===== config.mk =====
export PLATFORM = sky130hd
export DESIGN_NAME = kjst_scan_unit
export DESIGN_NICKNAME = d
export VERILOG_FILES = /design/src/design/kjst_pkg.sv /design/src/design/kjst_scan_unit.sv
export SDC_FILE = /design/constraint.sdc
export NUM_CORES = 1
export LEC_CHECK = 0
export BUFFER_PORTS_ARGS = -buffer_cell sky130_fd_sc_hd__buf_2
export CAP_MARGIN = 15
export CORE_UTILIZATION = 35
export DETAILED_ROUTE_END_ITERATION = 6
export PLACE_DENSITY = 0.72
export SLEW_MARGIN = 10
export SYNTH_ARGS = -nofsm -noshare
export SYNTH_HDL_FRONTEND = slang
export SYNTH_SLANG_ARGS = --single-unit

===== constraint.sdc =====
create_clock -name clk_i -period 2 [get_ports clk_i]
set_input_delay 0.4 -clock clk_i [delete_from_list [all_inputs] [get_ports clk_i]]
set_output_delay 0.4 -clock clk_i [all_outputs]
set_load 0.01 [all_outputs]

===== src/design/kjst_pkg.sv =====
`timescale 1ns / 1ps
`default_nettype none
// ----------------------------------------------------------------------------
// kjst_pkg: shared types and constants of the keyed job slot table
// Commands, status codes, sequencer states and the item payloads.
// ----------------------------------------------------------------------------
package kjst_pkg;

  // Table geometry
  localparam int SLOT_COUNT = 64;
  localparam int SLOT_W     = $clog2(SLOT_COUNT);
  localparam int SCAN_W     = $clog2(SLOT_COUNT + 1);

  // Field widths
  localparam int CMD_W   = 3;
  localparam int KEY_W   = 32;
  localparam int SLOTN_W = 6;
  localparam int REF_W   = 8;
  localparam int STAT_W  = 2;
  localparam int TOTAL_W = 14;

  localparam logic [REF_W-1:0]   REF_MAX   = '1;
  localparam logic [TOTAL_W-1:0] TOTAL_MAX = '1;

  typedef enum logic [CMD_W-1:0] {
    CMD_ATTACH = 3'd0,
    CMD_FIND   = 3'd1,
    CMD_END    = 3'd2,
    CMD_CLEAN  = 3'd3,
    CMD_COUNT  = 3'd4
  } cmd_e;

  typedef enum logic [STAT_W-1:0] {
    ST_OK      = 2'd0,
    ST_MISSING = 2'd1,
    ST_FULL    = 2'd2
  } status_e;

  typedef enum logic [2:0] {
    S_IDLE,
    S_SCAN,
    S_DRAIN,
    S_APPLY,
    S_RESP
  } state_e;

  // Input item
  typedef struct packed {
    logic [CMD_W-1:0]   command;
    logic [KEY_W-1:0]   job_key;
    logic [KEY_W-1:0]   step_key;
    logic [SLOTN_W-1:0] slot_number;
    logic [REF_W-1:0]   app_count;
  } in_item_t;

  // Result item
  typedef struct packed {
    logic [STAT_W-1:0]  status;
    logic [SLOTN_W-1:0] found_slot;
    logic [TOTAL_W-1:0] job_count;
    logic               was_new;
  } out_item_t;

  // One slot entry as stored in the slot memory
  typedef struct packed {
    logic [KEY_W-1:0] job_key;
    logic [KEY_W-1:0] step_key;
    logic [REF_W-1:0] refcount;
  } entry_t;

  // What the scan unit has gathered over one pass
  typedef struct packed {
    logic               match_found;
    logic [SLOT_W-1:0]  match_idx;
    logic [REF_W-1:0]   match_cnt;
    logic               free_found;
    logic [SLOT_W-1:0]  free_idx;
    logic [TOTAL_W-1:0] total;
  } scan_res_t;

endpackage
`default_nettype wire


===== src/design/kjst_scan_unit.sv =====
`timescale 1ns / 1ps
`default_nettype none
// ----------------------------------------------------------------------------
// kjst_scan_unit: shared compare and accumulate unit
// Looks at one slot per cycle while step_i is high: key compare, first
// match, first free slot, saturating sum of max(count,1) over used slots.
// ----------------------------------------------------------------------------
module kjst_scan_unit (
  input  wire logic                          clk_i,
  input  wire logic                          rst_ni,
  input  wire logic                          clear_i,
  input  wire logic                          step_i,
  input  wire logic [kjst_pkg::SLOT_W-1:0]   idx_i,
  input  wire logic                          entry_valid_i,
  input  wire kjst_pkg::entry_t              entry_i,
  input  wire logic [kjst_pkg::KEY_W-1:0]    job_key_i,
  input  wire logic [kjst_pkg::KEY_W-1:0]    step_key_i,
  input  wire logic                          by_slot_i,
  output kjst_pkg::scan_res_t                res_o
);

  kjst_pkg::scan_res_t res_q, res_d;
  logic                        hit;
  logic [kjst_pkg::REF_W-1:0]  add_val;
  logic [kjst_pkg::TOTAL_W:0]  sum;

  // Compare and add for the slot at hand
  always_comb begin
    hit     = entry_valid_i &&
              (by_slot_i || (entry_i.job_key == job_key_i && entry_i.step_key == step_key_i));
    add_val = (entry_i.refcount == '0) ? kjst_pkg::REF_W'(1) : entry_i.refcount;
    sum     = {1'b0, res_q.total} + (kjst_pkg::TOTAL_W + 1)'(add_val);
  end

  // Fold the slot into the running result
  always_comb begin
    res_d = res_q;
    if (clear_i) begin
      res_d = '0;
    end else if (step_i) begin
      if (hit && !res_q.match_found) begin
        res_d.match_found = 1'b1;
        res_d.match_idx   = idx_i;
        res_d.match_cnt   = entry_i.refcount;
      end
      if (!entry_valid_i && !res_q.free_found) begin
        res_d.free_found = 1'b1;
        res_d.free_idx   = idx_i;
      end
      if (entry_valid_i) begin
        res_d.total = sum[kjst_pkg::TOTAL_W] ? kjst_pkg::TOTAL_MAX
                                             : sum[kjst_pkg::TOTAL_W-1:0];
      end
    end
  end

  always_ff @(posedge clk_i or negedge rst_ni) begin
    if (!rst_ni) begin
      res_q <= '0;
    end else begin
      res_q <= res_d;
    end
  end

  assign res_o = res_q;

endmodule
`default_nettype wire


Word-level counts from Yosys, hierarchy flattened
Cells that the tools add are included.
{"block": "totals", "word_cells": 32, "register_bits": 36, "in_bits": 148, "output_inout_bits": 36}
{"block": "op_classes", "muxes": 7, "n_eq_ne": 2, "addsub": 1, "n_reduce_logical": 16}
{"op": "2-to-1 mux 36 bit", "count": 2}
{"op": "equality test 32 bit", "count": 2}
{"op": "2-to-1 mux 14 bit", "count": 2}
{"op": "adder 14 x 8 -> 15 bit", "count": 1}
{"op": "2-to-1 mux 15 bit", "count": 1}
{"op": "zero test 8 bit", "count": 1}
{"op": "2-to-1 mux 8 bit", "count": 1}
{"op": "nonzero test 2 bit", "count": 4}
{"op": "2-to-1 mux 7 bit", "count": 1}
{"op": "AND reduction 2 bit", "count": 3}
{"op": "logical AND 1 bit", "count": 4}
{"op": "zero test 1 bit", "count": 3}
{"op": "logical OR 1 bit", "count": 1}

Logic depth before layout (Yosys ltp)
{"block": "logic_depth", "ltp_word": 8, "mapped_depth": 12}

Worst setup path after synthesis
No wires, ideal clock.
{"block": "synth_path", "path_type": "input port to flip-flop", "start": "input port entry_i[3] (netlist bit)", "end": "register res_q, in the netlist res_o[9]", "required_ns": 1.906, "slack_ns": -0.615, "cell_stages": 12, "path_buffers": 1, "arrival_time_ns": 2.521, "path_cell_list": "nor4_1 -> a21o_1 -> ha_1 -> inv_1 -> fa_1 -> nor2b_1 -> o21ai_0 -> a21oi_1 -> o2111ai_1 -> clkbuf_1 -> and2_1 -> a211oi_1"}
{"block": "synth_between", "elab_chain_len": 7}
{"element": "start, declared", "line": "kjst_scan_unit.sv:15", "text": "input wire kjst_pkg::entry_t entry_i,"}
{"element": "zero test 8 bit", "line": "kjst_scan_unit.sv:31", "text": "add_val = (entry_i.refcount == '0) ? kjst_pkg::REF_W'(1) : entry_i.refcount;"}
{"element": "2-to-1 mux 8 bit (*)", "line": "kjst_scan_unit.sv:31"}
{"element": "adder 14 x 8 -> 15 bit (*)", "line": "kjst_scan_unit.sv:32", "text": "sum = {1'b0, res_q.total} + (kjst_pkg::TOTAL_W + 1)'(add_val);"}
{"element": "2-to-1 mux 14 bit (*)", "line": "kjst_scan_unit.sv:51", "text": "res_d.total = sum[kjst_pkg::TOTAL_W] ? kjst_pkg::TOTAL_MAX"}
{"element": "2-to-1 mux 14 bit (*)", "line": "kjst_scan_unit.sv:50", "text": "if (entry_valid_i) begin"}
{"element": "2-to-1 mux 36 bit (*)", "line": "kjst_scan_unit.sv:40", "text": "end else if (step_i) begin"}
{"element": "2-to-1 mux 36 bit (*)", "line": "kjst_scan_unit.sv:38", "text": "if (clear_i) begin"}
{"element": "end signal, assigned", "line": "kjst_scan_unit.sv:61", "text": "res_q <= res_d;"}
{"element": "end, declared", "line": "kjst_scan_unit.sv:22", "text": "kjst_pkg::scan_res_t res_q, res_d;"}
Mark *: on every way between the ends. The rest lies on a longest branch, timed or not. The select of a mux whose other input is x is not followed.
A chain may end at the register's enable or synchronous reset.

Worst setup path in the final report
{"block": "layout_path", "start": "input port entry_i[7] (netlist bit)", "end": "register res_q, in the netlist res_o[12]"}
The elaborated chain is that of the path after synthesis.

==> flow_summary.yaml <==
clocking:
  cts-root-buf: "clkbuf_8"
  htreeDepth: 2
  cts_made_buffers: 5
  worstSkewPairLatency_ps: 290
  clkTransAtPathRegs_ps: 80
  cts_tree: "yes"
  clock_sinks: 36
  clk_path_buf_depth: 2
  postCtsHoldBufs: 0
floorplanning:
  num_rows: 31
  start_util_pct: 37.0
  die_h_um: 90.2
  die-area_sq_um: 8140
  boundaryPins: 184
  coreArea_sq_um: 7370
  fp.dieW_um: 90.2
placement:
  dp_cells: 583
  pre_cts_slack_ps: -738
  place.port_buffers: 183
  gp_routability_congestion: 0.876
  dp_hpwl_um: 7310
  placed_area_sq_um: 3950
worst_setup_path:
  cp.required_ps: 2170
  criticalPathCategory: "in -> reg"
  critPathLaunchType: "input pin"
  cp_max_fo: 5
  reg2reg_from: "res_o[0]"
  r2r_setup_slack_ps: -160
  arrival_ps: 2460
  end_kind: "flop"
  reg2reg_depth: 8
  r2r_end: "res_o[13]"
power_and_ir_drop:
  p_seq_share_pct: 35.7
  clockPowerShare_pct: 32.7
  power_frac_comb_pct: 31.6
  ir_drop_mv: 0.261
  switching_share_pct: 28.0
  finalPower_mw: 2.19
  power.internal_mw: 1.57
  power_density_nw_per_um2: 507
  power.leakage_nw: 2.08
  p_switching_mw: 0.613
finish:
  fillers: 672
  final_util_pct: 58.6
  syn2layout_area_growth_pct: 58.4
  finalNonFillerCells: 595
  final_cell_area_sq_um: 4320
  register_area_sq_um: 901
  multi_input_area_sq_um: 1910
  largest_register_ffs: 36
  final_nets: 651
  drive_gt1_share_pct: 51.3
detailed_routing:
  via_per_inst: 4.88
  drcViolationCount: 0
  drtIter0Drc: 51
  postRouteAntennaNets: 0
  routedWlPerCell_um: 15.4
  vias: 2903
  wirelength_um: 9190
  drt_pass1_iterations: 4
timing:
  hold_viol: 0
  final_max_slew_viol_count: 0
  fin_hold_ws_ps: 145
  relSlewSlack_pct: 65.1
  finalSetupViolations: 14
  grt_setup_unrepaired: "true"
  fin_setup_tns_ps: -3450
  min_period_ps: 2290
  finalCritPeriodShare_pct: 115
  max_freq_mhz: 436
  fin_skew_ps: 1.64
  fin_ws_ps: -292
  tightest_slew_ps: 524
yosys:
  synth_area_sq_um: 2720
  syn_area_per_cell_sq_um: 9.56
  synth.most_common_cell: "xnor2_1"
  synth_top_area_cell: "dfrtp_1"
  synth_top_area_share_pct: 33.1
  ys_top_cells_by_area: "dfrtp_1 33%, xnor2_1 21%, mux2i_1 7.3%"
  yosysSeqAreaShare_pct: 33.1
  synthCells: 285
  synth-seq-cells: 36
  synthFlopType: "dfrtp_1"
  synth_edf_count: 0
  synth_common_cells: "66 x xnor2_1, 36 x dfrtp_1, 29 x nand2b_1, 23 x nor2_1, 20 x mux2i_1"
  syn_nets: 442
  yosysWarningCount: 0
  async_flop_share_pct: 100
  synth_cell_type_count: 39
worst_hold_path:
  hp-class: "in -> async"
global_routing:
  antenna_found_initial: 1
  grt_first_pass_wirelength_um: 14700
  grt_pass1_vias: 3159
  grt_util_all_layers_pct: 22.7
  overflow: 0
  grt_max_degree: 39
run_status:
  status: "complete, but fails checks"
  violations: "negative setup slack"
run:
  timing.max_cap.violations: 0
-- cell type report --
type / count / area share, %
Sequential cell: 36 / 20.9
Clock buffer: 7 / 2.23
Timing Repair Buffer: 215 / 28.4
Tap cell: 99 / 2.87
Antenna cell: 1 / 0.0580
Inverter: 6 / 0.522
Clock inverter: 1 / 0.696
Multi-Input combinational cell: 230 / 44.4
-- cell families (layout without fill, tap and decap cells) --
kind of cell    after synthesis  in the layout  synth area share, %
simple gates                 95             95                 19.7
xor+xnor                     70             70                 22.5
compound gates               36             36                 9.92
flops                        36             36                 33.1
mux                          20             20                 7.35
buf+inv                      19            229                 3.03
fa+ha+maj                     9              9                 4.41
other cells                   0              1                    0
-- what timing repair did --
action                     in CTS  in global routing
setup buffers                   1                  1
pin swaps                      14                 13
hold endpoints to repair        0                  0
setup endpoints to repair      16                 28
gates resized for setup        18                 17
gates cloned                    0                  1
-- power by group through the flow --
stage	registers [mW]	clock network (mW)	logic, mW
final	0.782	0.714	0.692
after global routing	0.786	0.757	0.758
after CTS	0.781	0.728	0.662
after detailed placement	0.795	0	0.635
after global placement	0.794	0	0.616
after floorplan	0.806	0	0.295
-- worst max-delay path, cell delays in order --
cell and delay [ps]:
buf_8 100, nor4_4 250, a21o_1 180, ha_4 140, inv_2 30, fa_2 340
nor2b_2 130, o21ai_2 70, a21oi_2 210, buf_4 140, o2111a_2 220, and4b_1 190
nor3_1 50
-- placed cells by master, fill, tap and decap left out, types with 2 or more instances in the layout --
cell      Yosys  routed
buf_2         0     178
xnor2_1      66      58
dfrtp_1      36      36
nand2b_1     29      29
buf_4         0      29
nor2_1       23      23
mux2i_1      20      20
nand4_1      17      17
xnor2_2       0       8
a21oi_1       9       8
a311oi_2      0       7
ha_1          8       7
clkbuf_8      0       7
inv_1         6       5
and2_1        5       5
buf_6         0       5
nor3_1        5       4
xor2_1        4       4
nand2_1       3       3
nor4_2        1       3
a21o_1        2       2
o21ai_0       4       2
nor3b_1       2       2
a311oi_1      9       2
-- how the worst max path moves through the flow --
stage | from | cells after the start | end | slack (ps)
floorplan | entry_i[3] | 12 | res_o[9] | -420
global placement | entry_i[3] | 12 | res_o[3] | -620
detailed placement | entry_i[3] | 12 | res_o[7] | -740
CTS | entry_i[7] | 12 | res_o[5] | -340
global route | entry_i[7] | 12 | res_o[5] | -420
finish | entry_i[7] | 13 | res_o[12] | -290
-- per-layer routing --
layer	part of all wire [%]	GRT usage, %	routed length, um
met1	39	25.4	3620
met5	0	0	0
met3	8.2	7.45	754
met4	2.4	7.39	221
met2	50	40.5	4590
(Power assumes the default switching activity.)
